`src/rtl/core/clcd_pkg.sv`:
```
`timescale 1ns / 1ps
// Shared types and constants for the character-LCD write front end.
// No dependencies; the files that use it refer to it by scoped names.
package clcd_pkg;

  // Request codes on the func field
  typedef enum logic [1:0] {
    FUNC_DATA   = 2'd0,
    FUNC_CMD    = 2'd1,
    FUNC_CURSOR = 2'd2,
    FUNC_NUMBER = 2'd3
  } func_t;

  localparam logic [7:0]  CUR_LINE0  = 8'h80;
  localparam logic [7:0]  CUR_LINE1  = 8'hC0;
  localparam logic [7:0]  COL_LIMIT  = 8'd15;
  localparam logic [7:0]  LINE_LIMIT = 8'd2;
  localparam logic [3:0]  ASCII_HI   = 4'h3;   // upper nibble of '0'..'9'
  // ceil(2^35 / 10): q = (v * RECIP10) >> 35 is exact for 32-bit v
  localparam logic [31:0] RECIP10    = 32'hCCCC_CCCD;
  localparam int          RECIP_SHIFT = 35;

  // Controller to datapath
  typedef struct packed {
    logic ready;   // input channel may take a word
    logic load;    // capture the accepted request
    logic mul;     // reciprocal multiply of the remaining value
    logic digit;   // store one digit, keep the quotient
    logic emit;    // load one bus transfer into the output register
  } cmd_t;

  // Datapath to controller
  typedef struct packed {
    logic in_valid;
    logic in_is_num;
    logic div_done;    // quotient is zero or the digit store is full
    logic slot_free;   // output register can take a transfer this cycle
    logic final_xfer;  // transfer on offer is the last of the request
  } sts_t;

endpackage

```
`src/rtl/core/clcd_req_if.sv`:
```
`timescale 1ns / 1ps
// Request channel: one word per display request.
// Uses clcd_pkg for the function code type.
interface clcd_req_if;
  logic               valid;
  logic               ready;
  clcd_pkg::func_t    func;
  logic [31:0]        value;
  logic [7:0]         line;
  logic [7:0]         column;

  modport source (output valid, func, value, line, column, input ready);
  modport sink   (input valid, func, value, line, column, output ready);
endinterface

```
`src/rtl/core/clcd_xfer_if.sv`:
```
`timescale 1ns / 1ps
// Bus transfer channel: one word per LCD bus transfer.
// No dependencies.
interface clcd_xfer_if;
  logic       valid;
  logic       ready;
  logic       reg_select;
  logic [7:0] bus_value;
  logic       last;

  modport source (output valid, reg_select, bus_value, last, input ready);
  modport sink   (input valid, reg_select, bus_value, last, output ready);
endinterface

```
`src/rtl/core/clcd_ctrl.sv`:
```
`timescale 1ns / 1ps
// Sequencer for the LCD front end: accept, digit loop, transfer loop.
// Depends on clcd_pkg (cmd_t, sts_t).
module clcd_ctrl (
  input  logic           clk,
  input  logic           rst_n,
  input  clcd_pkg::sts_t sts,
  output clcd_pkg::cmd_t cmd
);

  typedef enum logic [3:0] {
    S_IDLE = 4'b0001,
    S_MUL  = 4'b0010,
    S_DIG  = 4'b0100,
    S_EMIT = 4'b1000
  } state_t;

  state_t state_r, state_nxt;

  always_comb begin
    state_nxt = state_r;
    cmd       = '0;
    unique case (state_r)
      S_IDLE: begin
        // hold off the input while reset is asserted
        cmd.ready = rst_n;
        if (rst_n && sts.in_valid) begin
          cmd.load  = 1'b1;
          state_nxt = sts.in_is_num ? S_MUL : S_EMIT;
        end
      end
      S_MUL: begin
        cmd.mul   = 1'b1;
        state_nxt = S_DIG;
      end
      S_DIG: begin
        cmd.digit = 1'b1;
        state_nxt = sts.div_done ? S_EMIT : S_MUL;
      end
      S_EMIT: begin
        cmd.emit = sts.slot_free;
        if (sts.slot_free && sts.final_xfer) begin
          state_nxt = S_IDLE;
        end
      end
      default: state_nxt = S_IDLE;
    endcase
  end

  always_ff @(posedge clk) begin
    if (!rst_n) begin
      state_r <= S_IDLE;
    end else begin
      state_r <= state_nxt;
    end
  end

endmodule

```
`src/rtl/core/clcd_dp.sv`:
```
`timescale 1ns / 1ps
// Datapath: request capture, divide-by-ten digit store, nibble split, output register.
// Depends on clcd_pkg, clcd_req_if and clcd_xfer_if.
module clcd_dp #(
  parameter int MAX_DIGITS = 10
) (
  input  logic           clk,
  input  logic           rst_n,
  clcd_req_if.sink       in_ch,
  clcd_xfer_if.source    out_ch,
  input  logic           cfg_we,
  input  logic           cfg_wdata,
  input  clcd_pkg::cmd_t cmd,
  output clcd_pkg::sts_t sts
);

  localparam int IW = (MAX_DIGITS > 1) ? $clog2(MAX_DIGITS) : 1;
  localparam logic [IW-1:0] IDX_TOP = IW'(MAX_DIGITS - 1);

  logic          nibble_r;
  logic          num_r;
  logic          rs_r;
  logic [7:0]    byte_r;
  logic [31:0]   val_r;
  logic [63:0]   prod_r;
  logic [IW-1:0] idx_r;
  logic          phase_r;
  logic [3:0]    digit_r [MAX_DIGITS];

  logic          out_valid_r;
  logic          out_rs_r;
  logic [7:0]    out_bus_r;
  logic          out_last_r;

  logic [31:0]   quot;
  logic [31:0]   quot10;
  logic [31:0]   rem;
  logic          div_done;
  logic [7:0]    cursor_byte;
  logic [7:0]    cur_byte;
  logic [7:0]    bus_word;
  logic          idx_zero;
  logic          final_xfer;
  logic          slot_free;

  // Divide by ten from the registered product
  assign quot   = 32'(prod_r[63:clcd_pkg::RECIP_SHIFT]);
  assign quot10 = {quot[28:0], 3'b000} + {quot[30:0], 1'b0};
  assign rem    = val_r - quot10;
  assign div_done = (quot == 32'd0) || (idx_r == IDX_TOP);

  always_comb begin
    if ((in_ch.line >= clcd_pkg::LINE_LIMIT) || (in_ch.column >= clcd_pkg::COL_LIMIT)) begin
      cursor_byte = clcd_pkg::CUR_LINE0;
    end else if (in_ch.line == 8'd0) begin
      cursor_byte = clcd_pkg::CUR_LINE0 + in_ch.column;
    end else begin
      cursor_byte = clcd_pkg::CUR_LINE1 + in_ch.column;
    end
  end

  assign cur_byte   = num_r ? {clcd_pkg::ASCII_HI, digit_r[idx_r]} : byte_r;
  assign bus_word   = !nibble_r ? cur_byte
                    : (phase_r ? {4'b0000, cur_byte[3:0]} : {4'b0000, cur_byte[7:4]});
  assign idx_zero   = (idx_r == '0);
  assign final_xfer = (!nibble_r || phase_r) && (!num_r || idx_zero);
  assign slot_free  = !out_valid_r || out_ch.ready;

  assign sts.in_valid   = in_ch.valid;
  assign sts.in_is_num  = (in_ch.func == clcd_pkg::FUNC_NUMBER);
  assign sts.div_done   = div_done;
  assign sts.slot_free  = slot_free;
  assign sts.final_xfer = final_xfer;

  assign in_ch.ready       = cmd.ready;
  assign out_ch.valid      = out_valid_r;
  assign out_ch.reg_select = out_rs_r;
  assign out_ch.bus_value  = out_bus_r;
  assign out_ch.last       = out_last_r;

  // Control state
  always_ff @(posedge clk) begin
    if (!rst_n) begin
      nibble_r    <= 1'b0;
      out_valid_r <= 1'b0;
      phase_r     <= 1'b0;
      idx_r       <= '0;
    end else begin
      if (cfg_we) begin
        nibble_r <= cfg_wdata;
      end
      if (cmd.emit) begin
        out_valid_r <= 1'b1;
      end else if (out_ch.ready) begin
        out_valid_r <= 1'b0;
      end
      if (cmd.load) begin
        phase_r <= 1'b0;
        idx_r   <= '0;
      end else if (cmd.digit) begin
        if (!div_done) begin
          idx_r <= idx_r + 1'b1;
        end
      end else if (cmd.emit) begin
        if (nibble_r && !phase_r) begin
          phase_r <= 1'b1;
        end else begin
          phase_r <= 1'b0;
          if (num_r && !idx_zero) begin
            idx_r <= idx_r - 1'b1;
          end
        end
      end
    end
  end

  // Payload
  always_ff @(posedge clk) begin
    if (cmd.load) begin
      num_r  <= (in_ch.func == clcd_pkg::FUNC_NUMBER);
      rs_r   <= (in_ch.func == clcd_pkg::FUNC_DATA) || (in_ch.func == clcd_pkg::FUNC_NUMBER);
      byte_r <= (in_ch.func == clcd_pkg::FUNC_CURSOR) ? cursor_byte : in_ch.value[7:0];
      val_r  <= in_ch.value;
    end else if (cmd.digit) begin
      val_r <= quot;
    end
    if (cmd.mul) begin
      prod_r <= val_r * clcd_pkg::RECIP10;
    end
    if (cmd.digit) begin
      digit_r[idx_r] <= rem[3:0];
    end
    if (cmd.emit) begin
      out_rs_r   <= rs_r;
      out_bus_r  <= bus_word;
      out_last_r <= final_xfer;
    end
  end

endmodule

```
`src/rtl/core/char_lcd_write_front_end.sv`:
```
`timescale 1ns / 1ps
// Top level of the character-LCD write front end: sequencer plus datapath.
// Depends on clcd_pkg, clcd_req_if, clcd_xfer_if, clcd_ctrl and clcd_dp.
//
//  Channel  Direction  Handshake      Word
//  in_ch    sink       valid / ready  func, value, line, column
//  out_ch   source     valid / ready  reg_select, bus_value, last
//  cfg_*    write-only cfg_we         cfg_wdata = nibble_mode
//
// Sequence: a data, command or cursor word is accepted, then gives one transfer
// in byte mode or two in nibble mode, one transfer per cycle while out_ch does not
// stall. A number takes a multiply step and a digit step per decimal digit in the
// reciprocal divide-by-ten unit, then gives its transfers at the same rate.
// Reset clears the sequencer, nibble_mode and the output register.
// A stalled out_ch holds the transfer in the output register and stalls the
// sequencer; in_ch is ready only while no request is in progress.
module char_lcd_write_front_end #(
  parameter int MAX_DIGITS = 10
) (
  input  logic         clk,
  input  logic         rst_n,
  clcd_req_if.sink     in_ch,
  clcd_xfer_if.source  out_ch,
  input  logic         cfg_we,
  input  logic         cfg_wdata
);

  clcd_pkg::cmd_t cmd;   // sequencer commands
  clcd_pkg::sts_t sts;   // datapath status

  // Sequence the request: accept, digit loop, transfer loop
  clcd_ctrl u_ctrl (
    .clk   (clk),
    .rst_n (rst_n),
    .sts   (sts),
    .cmd   (cmd)
  );

  // Hold the request, split numbers into digits, drive the bus word
  clcd_dp #(
    .MAX_DIGITS (MAX_DIGITS)
  ) u_dp (
    .clk       (clk),
    .rst_n     (rst_n),
    .in_ch     (in_ch),
    .out_ch    (out_ch),
    .cfg_we    (cfg_we),
    .cfg_wdata (cfg_wdata),
    .cmd       (cmd),
    .sts       (sts)
  );

endmodule

```
`src/flat_wrapper.sv`:
```
// flat-port wrapper written by rule: the top's interface ports become plain ports
module char_lcd_write_front_end_flat 
#(
  parameter int MAX_DIGITS = 10
)
  (clk, rst_n, cfg_we, cfg_wdata, in_ch_valid, in_ch_func, in_ch_value, in_ch_line, in_ch_column, in_ch_ready, out_ch_valid, out_ch_reg_select, out_ch_bus_value, out_ch_last, out_ch_ready);
  clcd_req_if in_ch_i ();
  clcd_xfer_if out_ch_i ();
  input  logic clk;
  input  logic rst_n;
  input  logic cfg_we;
  input  logic cfg_wdata;
  input wire logic [$bits(in_ch_i.valid)-1:0] in_ch_valid;
  input wire logic [$bits(in_ch_i.func)-1:0] in_ch_func;
  input wire logic [$bits(in_ch_i.value)-1:0] in_ch_value;
  input wire logic [$bits(in_ch_i.line)-1:0] in_ch_line;
  input wire logic [$bits(in_ch_i.column)-1:0] in_ch_column;
  output wire logic [$bits(in_ch_i.ready)-1:0] in_ch_ready;
  output wire logic [$bits(out_ch_i.valid)-1:0] out_ch_valid;
  output wire logic [$bits(out_ch_i.reg_select)-1:0] out_ch_reg_select;
  output wire logic [$bits(out_ch_i.bus_value)-1:0] out_ch_bus_value;
  output wire logic [$bits(out_ch_i.last)-1:0] out_ch_last;
  input wire logic [$bits(out_ch_i.ready)-1:0] out_ch_ready;
  assign in_ch_i.valid = in_ch_valid;
  assign in_ch_i.func = in_ch_func;
  assign in_ch_i.value = in_ch_value;
  assign in_ch_i.line = in_ch_line;
  assign in_ch_i.column = in_ch_column;
  assign in_ch_ready = in_ch_i.ready;
  assign out_ch_valid = out_ch_i.valid;
  assign out_ch_reg_select = out_ch_i.reg_select;
  assign out_ch_bus_value = out_ch_i.bus_value;
  assign out_ch_last = out_ch_i.last;
  assign out_ch_i.ready = out_ch_ready;
  char_lcd_write_front_end #(.MAX_DIGITS(MAX_DIGITS)) u_core (.clk(clk), .rst_n(rst_n), .in_ch(in_ch_i), .out_ch(out_ch_i), .cfg_we(cfg_we), .cfg_wdata(cfg_wdata));
endmodule
```
`config.mk`:
```
export PLATFORM = sky130hd
export DESIGN_NAME = char_lcd_write_front_end_flat
export DESIGN_NICKNAME = d
export VERILOG_FILES = /design/src/rtl/core/clcd_pkg.sv /design/src/rtl/core/clcd_req_if.sv /design/src/rtl/core/clcd_xfer_if.sv /design/src/rtl/core/clcd_ctrl.sv /design/src/rtl/core/clcd_dp.sv /design/src/rtl/core/char_lcd_write_front_end.sv /design/src/flat_wrapper.sv
export SDC_FILE = /design/constraint.sdc
export NUM_CORES = 1
export LEC_CHECK = 0
export ABC_AREA = 0
export BUFFER_PORTS_ARGS = -buffer_cell sky130_fd_sc_hd__buf_2
export CAP_MARGIN = 40
export CELL_PAD_IN_SITES_DETAIL_PLACEMENT = 0
export CELL_PAD_IN_SITES_GLOBAL_PLACEMENT = 1
export CORE_MARGIN = 4
export CORE_UTILIZATION = 57
export DETAILED_ROUTE_END_ITERATION = 7
export PLACE_DENSITY_LB_ADDON = 0.12
export SLEW_MARGIN = 20
export SYNTH_ARGS = -nofsm -noshare
export SYNTH_HDL_FRONTEND = slang
export SYNTH_SLANG_ARGS = --single-unit
```
`constraint.sdc`:
```
create_clock -name clk -period 14.43 [get_ports clk]
set_input_delay 1.443 -clock clk [delete_from_list [all_inputs] [get_ports clk]]
set_output_delay 1.443 -clock clk [all_outputs]
set_load 0.05 [all_outputs]
```
======== Yosys cells after proc, flatten, opt, wreduce, memory -nomap -nowiden ========
Memories as Yosys holds them, arrays and structs flattened. A register that Yosys moved wholly into a read port is not among the register bits.
Cells that the tools add are included.
cells by class
  $add $sub $neg .......................... 6
  $mul .................................... 1
  order comparisons ....................... 2
  equal/unequal tests ..................... 11
  mux-type cells .......................... 30
  bitwise operators ....................... 2
  reductions and logical operators ........ 28
operators with widths
  operator                  number
  $mul A32 B32 Y64 const B  1
  $mux W32                  2
  $mux W4                   12
  $mux W8                   5
  $logic_not A32 Y1         1
  $add A8 B8 Y8 const A     2
  $pmux W4 S4               1
  $mux W1                   9
  $eq A4 B4 Y1 const B      2
  $ge A8 B2 Y1 const B      1
  $ge A8 B4 Y1 const B      1
  $logic_not A8 Y1          1
  $reduce_bool A2 Y1        4
  $logic_or A1 B1 Y1        6
  $ne A2 B2 Y1 const B      3
  $logic_and A1 B1 Y1       5
  $logic_not A1 Y1          5
  $add A4 B1 Y4 const B     1
  $add A4 B4 Y4             1
  $eq A2 B2 Y1 const B      2
  $eq A4 B1 Y1 const B      1
  $eq A4 B2 Y1 const B      1
  $eq A4 B3 Y1 const B      1
  $logic_not A4 Y1          1
  9 further kinds           11
storage, ports and cells
  register bits ........................... 127
  memory bits (writable) .................. 40
  input bits .............................. 56
  output and inout bits ................... 12
  logic and storage cells ................. 94
  memories ................................ 1
memory list
  memory               words  width  rd ports  clocked after Yosys merged registers in  write ports  line           source
  u_core.u_dp.digit_r  10     4      1         1                                        1            clcd_dp.sv:28  logic [3:0] digit_r [MAX_DIGITS];

======== Longest topological paths before layout ========
Gate-level depths: netlist of run 1.
  depth in word-level cells ............... 9
  depth in mapped cells ................... 27
  mapped depth without buffers ............ 26

======== Cells and area by module ========
A second synthesis of run 1 with hierarchy kept.
second synthesis, totals
  cells, all modules ...................... 2,012
  area total of the unflattened synthesis .. 22,120.0 um^2
modules (own cells, without submodules)
  module     times used  cells an instance  area an instance (um^2)  seq. area each (um^2)
  clcd_dp    1           1,984              21,862.2                 3,853.7
  clcd_ctrl  1           28                 257.7                    80.1

======== Worst setup path before layout of run 1 ========
OpenSTA, ideal clock, no wires.
  kind .................................... reg-to-reg
  start ................................... reg u_core.u_dp.val_r[8]
  end ..................................... reg u_core.u_dp.prod_r[61] (data pin)
  library setup time ...................... 0.270 ns
  arrival ................................. 6.585 ns
  data required time ...................... 14.160 ns
  path slack .............................. 7.575 ns
  stages on the path, launching flop included .. 23
  buffers on the path ..................... 1
  clock period less this slack ............ 6.855 ns
  path through ............................ edfxtp_1 -> ha_1 -> clkbuf_1 -> xnor2_1 -> o21ai_0 -> fa_1 -> inv_1 -> fa_1 -> fa_1 -> inv_1 -> fa_1 -> fa_1 -> fa_1 -> ha_1 -> nand2_1 -> nor3_1 -> or4b_1 -> a31oi_4 -> o211ai_2 -> a21oi_2 -> a31oi_2 -> o41ai_2 -> xor2_1
on the way
  cells in the longest elaborated chain, start to end .. 1
RTL lines
  what                      line            source
  start: declaration        clcd_dp.sv:24   logic [31:0] val_r;
  start signal: assignment  clcd_dp.sv:123  val_r <= in_ch.value;
  start signal: assignment  clcd_dp.sv:125  val_r <= quot;
  $mul A32 B32 Y64          clcd_dp.sv:128  prod_r <= val_r * clcd_pkg::RECIP10;
  end signal: assignment    clcd_dp.sv:128
  end: declaration          clcd_dp.sv:25   logic [63:0] prod_r;
No other way between the ends.
A chain may end at the register's enable or synchronous reset.

======== Worst setup path in the final report of run 1 ========
  start ................................... reg u_core.u_dp.val_r[20]
  end ..................................... reg u_core.u_dp.prod_r[59] (data pin)
The elaborated chain is that of the path after synthesis.

==> key figures, run 1 <==
Setup path
  – Req. time, crit path: 14.61 ns
  – CP Class: register to register
  – Buf/Inv on CP: 6
  – CP max FO: 7
  – CP Capture Type: register
  – Worst setup SP type: register
  – Worst path most repeated cell: fa_1
  – Worst-path cell chain: ha_1 -> inv_1 -> fa_1 -> inv_1 -> fa_1 -> inv_1 -> fa_1 -> inv_1 -> fa_1 -> fa_1 -> fa_1 -> inv_1 -> fa_1 -> inv_1 -> ha_1 -> nand3_1 -> nor3_1 -> nand3_1 -> o21bai_1 -> a311oi_1 -> nor3_1 -> a21oi_1 -> a21oi_1 -> xnor2_1
  – Slowest-stage cell, CP: ha_1
  – Worst path top cell family by delay: adder cells
  – WP data arrival: 8.18 ns
  – Largest stage delay, worst path: 0.60 ns

Clock network
  – CTS Buffer Depth: 2
  – Post-CTS Setup Inserts: 0
  – CTS root buf: clkbuf_16
  – Clk pin slew, worst setup/hold paths: 0.07 ns
  – H-tree Lvls: 4
  – CTS Buf Count: 17
  – Clk sinks: 136
  – CTS tree: done
  – CTS Hold Bufs: 0
  – Post-cts gate resize count: 0
  – Worst-Skew Late Latency: 0.45 ns

Die
  – CORE AREA: 38700 um^2
  – # rows: 72
  – Die ar.: 42500 um^2
  – Initial Util: 57.8%
  – Ports: 68
  – DIE WIDTH: 206 um
  – Chip height: 206 um

Route
  – Routed WL per cell: 23.7 um
  – Vias per std cell: 5.62
  – DR DRC count: 0
  – Via count: 14.9k
  – Final WL: 62900 um
  – Antenna Nets Post-Route: 0
  – Initial DRC count: 1103
  – TritonRoute pass-1 iters: 6

Place
  – Dpl hpwl: 55800 um
  – Number of buffers added on ports: 67
  – DP Area: 23300 um^2
  – Setup WS pre-CTS: 6.48 ns
  – Final GP Congestion: 0.992
  – Cells after DPL: 2620

Synthesis
  – Top cells by area, synth: fa_1, ha_1, edfxtp_1, inv_1, xor2_1
  – Ys async rst share: 0%
  – Synthesized area: 22400 um^2
  – Synth unique cells: 68
  – Syn nets: 2864
  – Mean Syn Cell Area: 10.9 um^2
  – Post-synthesis register bit count: 136
  – Synth top cells by count: inv_1, fa_1, ha_1
  – Number of synthesis warnings: 0
  – Post-Syn Instances: 2064
  – Post-synth top area share: 34.6%
  – Post-synth top area cell: fa_1
  – Top-count cell post-synth: inv_1
  – Ys flop type: edfxtp_1
  – Seq/Total Area, Yosys: 17.6%
  – Number of synthesized flops with an enable pin: 121

STA
  – Hold Fails Final Rpt: 0
  – Final setup TNS: 0 ns
  – Final setup fails: 0
  – Slew Viols, Final: 0
  – Slew headroom: 44.9%
  – Final setup margin: 6.43 ns
  – Crit path time final: 8.00 ns
  – Clock skew: 0.0194 ns
  – Worst slew pin tran: 0.822 ns
  – RSZ-0062 raised after global routing: no
  – Period Utilization, post-route: 55.5%
  – Max Clk Rate: 125 MHz

Finish
  – FILL cells: 3309
  – ANT cells: 0
  – Final nets: 2921
  – Post-Layout Inst Area: 23900 um^2
  – Share of cells above drive strength 1: 7.26%
  – Syn-to-layout area delta: 6.64%
  – Finished Layout Cells: 2652

GRT
  – Vias in the first global route: 15.8k
  – Pin count of the biggest net entering global routing: 32
  – GR Util met3: 6.45%
  – GRT Max-Usage Layer: met2
  – GR Util All Layers: 30.8%
  – Initial antenna violation count: 0
  – Global route overflow: 0
  – Met2 Use GR: 51.7%
  – First-pass GRT wire length: 95500 um
  – Met1 usage: 40.8%

Job
  – Max_cap viols: 0

Status
  – Outcome: completed

Worst hold path
  – Hold Path Class: register to register
worst paths after layout:
check                              from                             to  slack, ns  cells past startpoint
setup / recovery  u_core.u_dp.val_r[20]         u_core.u_dp.prod_r[59]       6.43                     24
hold / removal         u_core.u_dp.rs_r  u_core.u_dp.out_ch.reg_select       0.42                      0
setup reg to reg  u_core.u_dp.val_r[20]         u_core.u_dp.prod_r[59]       6.43                     24
hold reg to reg        u_core.u_dp.rs_r  u_core.u_dp.out_ch.reg_select       0.42                      0
area by class of cell:
type	count	area [um^2]	share of cell area (%)
multi-input cells	1335	16200	67.9
clock inverters	15	170	0.712
repair buffers	71	385	1.61
flip-flops and latches	136	3930	16.5
well taps	518	648	2.71
inverters	560	2100	8.80
clock buffers	17	425	1.78
state kept, by name (all words and copies together), names as in the netlist, 4 cells and up, named ones only:
register / flops
u_core.u_dp.val_r: 32
u_core.u_dp.out_ch.bus_value: 8
u_core.u_dp.byte_r: 8
u_core.u_dp.prod_r: 29
u_core.u_ctrl.state_r: 4
u_core.u_dp.idx_r: 4
u_core.u_dp.digit_r: 40
logic make-up after synthesis:
group           share of synthesized area (%)
compound gates                           6.71
fa+ha+maj                                54.5
mux                                      2.90
buf+inv                                  10.0
xor+xnor                                 3.21
flops                                    17.6
simple gates                             5.09
layout by cell type, fill, tap and decap left out, types with 7 or more instances in the layout:
| cell | instances |
|---|---|
| nand2_1 | 68 |
| clkbuf_16 | 17 |
| nor3_1 | 12 |
| nor4_1 | 10 |
| mux2_2 | 32 |
| fa_1 | 387 |
| nand3_1 | 13 |
| mux4_2 | 8 |
| o21ai_0 | 42 |
| ha_1 | 357 |
| nor2_1 | 42 |
| nor2b_1 | 11 |
| a21oi_1 | 75 |
| mux2i_1 | 11 |
| nand4_1 | 19 |
| buf_2 | 67 |
| a211oi_1 | 11 |
| and2_1 | 12 |
| o211ai_1 | 8 |
| o21bai_1 | 7 |
| nand2b_1 | 8 |
| xnor2_1 | 39 |
| dfxtp_1 | 15 |
| edfxtp_1 | 121 |
| a21o_1 | 45 |
| inv_1 | 559 |
| xor2_1 | 43 |
metal layers:
layer	share of wire (%)	wire length, um
met5	0	0
met4	3.3	2050
met3	6.7	4230
met2	49	30800
met1	41	25800
per-stage QoR:
stage	hold slack (ns)	util, %
after floorplan	0.400	-
after global placement	0.403	60.1
after detailed placement	0.407	60.1
after CTS	0.424	61.7
after global routing	0.431	61.7
final	0.424	61.7
Power of run 1 is left out: the tool's default activity adds up to more than one toggle a clock period on the data nets, which glitch-free logic cannot reach.
==> run 2, diff against run 1 <==
--- a/config.mk
+++ b/config.mk
@@ -11,7 +11,7 @@
 export CELL_PAD_IN_SITES_DETAIL_PLACEMENT = 0
 export CELL_PAD_IN_SITES_GLOBAL_PLACEMENT = 1
 export CORE_MARGIN = 4
-export CORE_UTILIZATION = 57
+export CORE_UTILIZATION = 48
 export DETAILED_ROUTE_END_ITERATION = 7
 export PLACE_DENSITY_LB_ADDON = 0.12
 export SLEW_MARGIN = 20
==> constraint.sdc (replaced) <==
create_clock -name clk -period 6.6 [get_ports clk]
set_input_delay 0.66 -clock clk [delete_from_list [all_inputs] [get_ports clk]]
set_output_delay 0.66 -clock clk [all_outputs]
set_load 0.05 [all_outputs]
==> run 2 against run 1 <==
Effect of this change: worst hold slack improved by 0.0073 ns; non-clock buffer count grew 359; cell count is 17% higher; register-to-register slack got worse by 6.9 ns; maximum frequency is 14% higher; sequential cell count did not move; critical endpoint is now u_core.u_dp.prod_r[51]; wire length up 11%; the run now ends with setup timing left; cell area grew 17%; clock skew rose by 0.0034 ns; critical path depth decreased by 2; via count up 8.4%; sequential share of layout area is 2.4 points lower.
==> key figures, run 2 (synthesis gave the netlist of run 1 again) <==
STA
  – Slew Viols, Final: 0
  – Worst slew pin tran: 0.845 ns
  – Final setup margin: -0.433 ns
  – Final setup fails: 23
  – Hold Fails Final Rpt: 0
  – Clock skew: 0.0228 ns
  – Period Utilization, post-route: 107%
  – Crit path time final: 7.03 ns
  – RSZ-0062 raised after global routing: yes
  – Max Clk Rate: 142 MHz
  – Slew headroom: 43.3%

Place
  – Number of buffers added on ports: 67
  – Final GP Congestion: 1.01
  – Dpl hpwl: 62500 um

Setup path
  – CP max FO: 3
  – WP data arrival: 7.23 ns
  – Worst-path cell chain: ha_4 -> inv_4 -> fa_1 -> inv_2 -> fa_1 -> inv_2 -> fa_1 -> inv_2 -> fa_1 -> fa_2 -> fa_2 -> fa_2 -> ha_4 -> a21o_1 -> a31o_4 -> a31oi_4 -> nand4_1 -> o21ai_4 -> nor4_4 -> or3_4 -> a21oi_2 -> xnor2_1
  – CP Class: register to register
  – Worst setup SP type: register
  – Worst path most repeated cell: fa_1
  – Req. time, crit path: 6.80 ns
  – CP Capture Type: register
  – Slowest-stage cell, CP: fa_2
  – Largest stage delay, worst path: 0.61 ns

GRT
  – Vias in the first global route: 17.6k
  – Pin count of the biggest net entering global routing: 33
  – GR Util All Layers: 28.3%
  – Global route overflow: 0
  – Initial antenna violation count: 0
  – First-pass GRT wire length: 105000 um

Finish
  – Largest register FFs: 40
  – Sequential cell area: 3930 um^2
  – Syn-to-layout area delta: 24.7%
  – Final Core Density: 61.0%
  – Top reg by flops: u_core.u_dp.digit_r
  – FILL cells: 3912
  – Most common cell after layout, fill and taps aside: inv_1
  – Biggest regs: u_core.u_dp.digit_r x40, u_core.u_dp.val_r x32, u_core.u_dp.prod_r x29
  – ANT cells: 0
  – Most frequent cells in the layout: inv_1, fa_1, buf_4, ha_1, edfxtp_1
  – Final nets: 3280
  – Multi-input logic area: 17400 um^2
  – Share of cells above drive strength 1: 26.9%

Clock network
  – CTS Hold Bufs: 0
  – Clk sinks: 136
  – Worst-Skew Late Latency: 0.46 ns
  – CTS Buffer Depth: 2
  – Clk pin slew, worst setup/hold paths: 0.07 ns
  – CTS root buf: clkbuf_16
  – CTS Buf Count: 17
  – H-tree Lvls: 4
  – CTS tree: done

Route
  – Routed WL per cell: 22.6 um
  – Antenna Nets Post-Route: 0
  – DR DRC count: 0
  – Final WL: 70000 um
  – Vias per std cell: 5.23
  – Initial DRC count: 930
  – TritonRoute pass-1 iters: 5
  – Via count: 16.2k

Die
  – Chip height: 224 um
  – DIE WIDTH: 224 um
  – # rows: 78
  – Initial Util: 49.0%
  – Ports: 68
  – CORE AREA: 45800 um^2
  – Die ar.: 50200 um^2

Status
  – Failing checks: setup timing
  – Outcome: finished with violations

Job
  – Max_cap viols: 0

Worst hold path
  – Hold Path Class: register to register
run 2: cell types whose count changed in the layout (fill, tap and decap cells not counted), sizes merged:
cell      before  now
clkbuf        17   18
clkinvlp       1    2
inv          570  568
bufinv         1    0
buf           71  429
clkinv         3    5
run 2: path summary, 6_finish.rpt:
| kind | start | slack (ns) | cells past startpoint | endpoint |
|---|---|---|---|---|
| max | u_core.u_dp.val_r[17] | -0.43 | 22 | u_core.u_dp.prod_r[51] |
| min | u_core.u_dp.rs_r | 0.43 | 0 | u_core.u_dp.out_ch.reg_select |
| max reg2reg | u_core.u_dp.val_r[17] | -0.43 | 22 | u_core.u_dp.prod_r[51] |
| min reg2reg | u_core.u_dp.rs_r | 0.43 | 0 | u_core.u_dp.out_ch.reg_select |
run 2: layer usage:
layer	part of all wire, %	vias up	GRT usage (%)	wire (um)
met4	5.2	0	12.3	3650
li1	-	7439	-	-
met1	40	8205	35.3	28100
met3	4.6	135	4.56	3200
met2	50	388	49.0	35000
met5	0	-	0	0
run 2: per-stage QoR:
step	hold WS (ns)	setup TNS, ns	setup slack (ns)	instance area, um^2	instances
after floorplan	0.400	-0.00747	-0.00747	22600	2064
after global placement	0.406	-7.88	-0.479	26000	3019
after detailed placement	0.423	-8.60	-0.526	26000	3021
after CTS	0.438	-5.04	-0.416	27500	3083
after global routing	0.453	-10.05	-0.601	27900	3093
final	0.431	-6.09	-0.433	27900	3093
run 2: layout make-up:
cell class                      instances  share of cell area (%)
Tap cell                              600                    2.69
Inverter                              560                    7.57
Clock buffer                           17                    1.52
Timing Repair Buffer                  430                    11.4
Multi-Input combinational cell       1335                    62.1
Clock inverter                         15                   0.618
Sequential cell                       136                    14.1
run 2: worst max-delay path, delay by kind of cell (launching register included):
family / cells / cell delay [ns]
fa+ha+maj: 9 / 4.18
xor+xnor: 1 / 0.07
buf+inv: 4 / 0.18
simple gates: 3 / 0.74
compound gates: 5 / 1.08
flops: 1 / 0.54
run 2: what timing repair did:
item	in CTS	in global routing
gates resized for setup	116	75
pin swaps	40	51
setup endpoints to repair	26	28
setup buffers	30	14
Power of run 2 is left out for the same reason.
==> run 3, diff against run 2 <==
--- a/config.mk
+++ b/config.mk
@@ -8,10 +8,9 @@
 export ABC_AREA = 0
 export BUFFER_PORTS_ARGS = -buffer_cell sky130_fd_sc_hd__buf_2
 export CAP_MARGIN = 40
-export CELL_PAD_IN_SITES_DETAIL_PLACEMENT = 0
-export CELL_PAD_IN_SITES_GLOBAL_PLACEMENT = 1
 export CORE_MARGIN = 4
-export CORE_UTILIZATION = 48
+export CORE_UTILIZATION = 59
+export CTS_CLUSTER_SIZE = 12
 export DETAILED_ROUTE_END_ITERATION = 7
 export PLACE_DENSITY_LB_ADDON = 0.12
 export SLEW_MARGIN = 20
==> run 3 against run 2 <==
Effect of this change: the run still ends with setup timing left; count of clock-buffer cells in the layout did not move; wire length rose by 0.24%; utilization rose by 14 points; sequential cell count did not move; sequential share of layout area fell by 0.10 points; first-iteration DRC count rose by 24%; critical path type unchanged; critical endpoint is now u_core.u_dp.prod_r[57].
==> key figures, run 3 (synthesis gave the netlist of run 1 again) <==
GRT
  – Vias in the first global route: 17.7k
  – First-pass GRT wire length: 106000 um
  – GR Util All Layers: 34.8%
  – Global route overflow: 0
  – Pin count of the biggest net entering global routing: 33
  – Initial antenna violation count: 0

Setup path
  – Worst path most repeated cell: fa_1
  – Worst setup SP type: register
  – Req. time, crit path: 6.80 ns
  – Reg2reg end: u_core.u_dp.prod_r[57]
  – CP max FO: 5
  – Launching point of the worst reg2reg path: u_core.u_dp.val_r[1]
  – R2r worst-path depth: 22
  – WP data arrival: 7.24 ns
  – FF-to-FF setup slack: -0.45 ns
  – Worst-path cell chain: buf_6 -> ha_1 -> xor2_2 -> buf_4 -> buf_6 -> a21o_1 -> fa_2 -> fa_1 -> fa_1 -> fa_2 -> fa_1 -> fa_1 -> ha_4 -> a21o_1 -> a31o_4 -> a31oi_4 -> nand4_1 -> o211ai_2 -> a21oi_4 -> a311oi_2 -> a211oi_2 -> xor2_1
  – Largest stage delay, worst path: 0.58 ns
  – CP Capture Type: register
  – Slowest-stage cell, CP: fa_1
  – CP Class: register to register

Die
  – CORE AREA: 37600 um^2
  – Ports: 68
  – Initial Util: 59.6%
  – Chip height: 203 um
  – # rows: 71
  – Die ar.: 41200 um^2
  – DIE WIDTH: 203 um

Worst hold path
  – Worst Hold Path EP: u_core.u_dp.out_ch.reg_select
  – Hold Path Class: register to register
  – Hold Path Origin: u_core.u_dp.rs_r
  – Worst Hold Path Cells: 0

Finish
  – ANT cells: 0
  – Final nets: 3303
  – Post-Layout Inst Area: 28100 um^2
  – Biggest regs: u_core.u_dp.digit_r x40, u_core.u_dp.val_r x32, u_core.u_dp.prod_r x29
  – Most common cell after layout, fill and taps aside: inv_1
  – Most frequent cells in the layout: inv_1, fa_1, buf_4, ha_1, edfxtp_1
  – Final Core Density: 74.9%
  – Syn-to-layout area delta: 25.6%
  – FILL cells: 2670
  – Largest register FFs: 40
  – Top reg by flops: u_core.u_dp.digit_r
  – Share of cells above drive strength 1: 27.9%

Place
  – Final GP Congestion: 1.00
  – DP Area: 25900 um^2
  – Number of buffers added on ports: 67
  – Dpl hpwl: 60500 um

Clock network
  – H-tree Lvls: 4
  – CTS Buf Count: 17
  – Worst-Skew Late Latency: 0.47 ns
  – CTS Hold Bufs: 0
  – CTS root buf: clkbuf_16
  – Clk sinks: 136
  – Clk pin slew, worst setup/hold paths: 0.07 ns
  – CTS tree: done
  – CTS Buffer Depth: 2

STA
  – Slew headroom: 45.7%
  – Final setup margin: -0.445 ns
  – Period Utilization, post-route: 107%
  – Worst slew pin tran: 0.809 ns
  – Hold Slack: 0.427 ns
  – Clock skew: 0.0244 ns
  – RSZ-0062 raised after global routing: yes
  – Slew Viols, Final: 0
  – Crit path time final: 7.05 ns
  – Final setup fails: 23
  – Final setup TNS: -6.13 ns
  – Max Clk Rate: 142 MHz
  – Hold Fails Final Rpt: 0

Route
  – Initial DRC count: 1154
  – Final WL: 70100 um
  – Antenna Nets Post-Route: 0
  – TritonRoute pass-1 iters: 5
  – Routed WL per cell: 23.2 um
  – Vias per std cell: 5.46
  – DR DRC count: 0
  – Via count: 16.5k

Status
  – Outcome: finished with violations
  – Failing checks: setup timing

Job
  – Max_cap viols: 0
==> run 3: metrics by stage <==
stage	setup slack, ns	cells
after floorplan	-0.00747	2064
after global placement	-0.462	2931
after detailed placement	-0.506	2932
after CTS	-0.314	3010
after global routing	-0.567	3027
final	-0.445	3027
==> run 3: routing by layer <==
layer / vias to the layer above / share of wire [%] / track usage, %
met1: 8312 / 39 / 44.3
li1: 7493 / - / -
met4: 0 / 6.5 / 17.6
met3: 169 / 5.4 / 5.67
met5: - / 0 / 0
met2: 552 / 49 / 58.1
==> run 3: worst max-delay path by stage <==
| stage | from | end | slack [ns] | depth (start not counted) |
|---|---|---|---|---|
| 5_1_grt | u_core.u_dp.val_r[19] | u_core.u_dp.prod_r[60] | -0.57 | 28 |
| 6_report | u_core.u_dp.val_r[1] | u_core.u_dp.prod_r[57] | -0.45 | 22 |
| 3_5_place_dp | u_core.u_dp.val_r[13] | u_core.u_dp.prod_r[57] | -0.51 | 26 |
| 3_3_place_gp | u_core.u_dp.val_r[12] | u_core.u_dp.prod_r[57] | -0.46 | 26 |
| 4_1_cts | u_core.u_dp.val_r[19] | u_core.u_dp.prod_r[54] | -0.31 | 23 |
| 2_1_floorplan | u_core.u_dp.val_r[20] | u_core.u_dp.prod_r[61] | -0.007 | 25 |
==> run 3: what timing repair did <==
| item | 4_1_cts | 5_1_grt |
|---|---|---|
| endpoints found under the setup margin | 23 | 27 |
| gates resized for setup | 143 | 65 |
| buffers inserted | 46 | 15 |
| pin swaps | 85 | 39 |
==> run 3: cell type report <==
cell class              count  area [um^2]  area share (%)
well taps                 511          639            2.27
repair buffers            453         3380            12.0
inverters                 560         2120            7.53
flip-flops and latches    136         3930            14.0
clock buffers              17          425            1.51
clock inverters            15          203           0.720
multi-input cells        1335        17400            62.0
==> run 3: critical path: cells and delay by family (launching register included) <==
family	cells	cell delay, ns
buf+inv	3	0.48
xor+xnor	2	0.42
fa+ha+maj	8	3.49
flops	1	0.53
simple gates	1	0.23
compound gates	8	1.61
Power of run 3 is left out for the same reason.
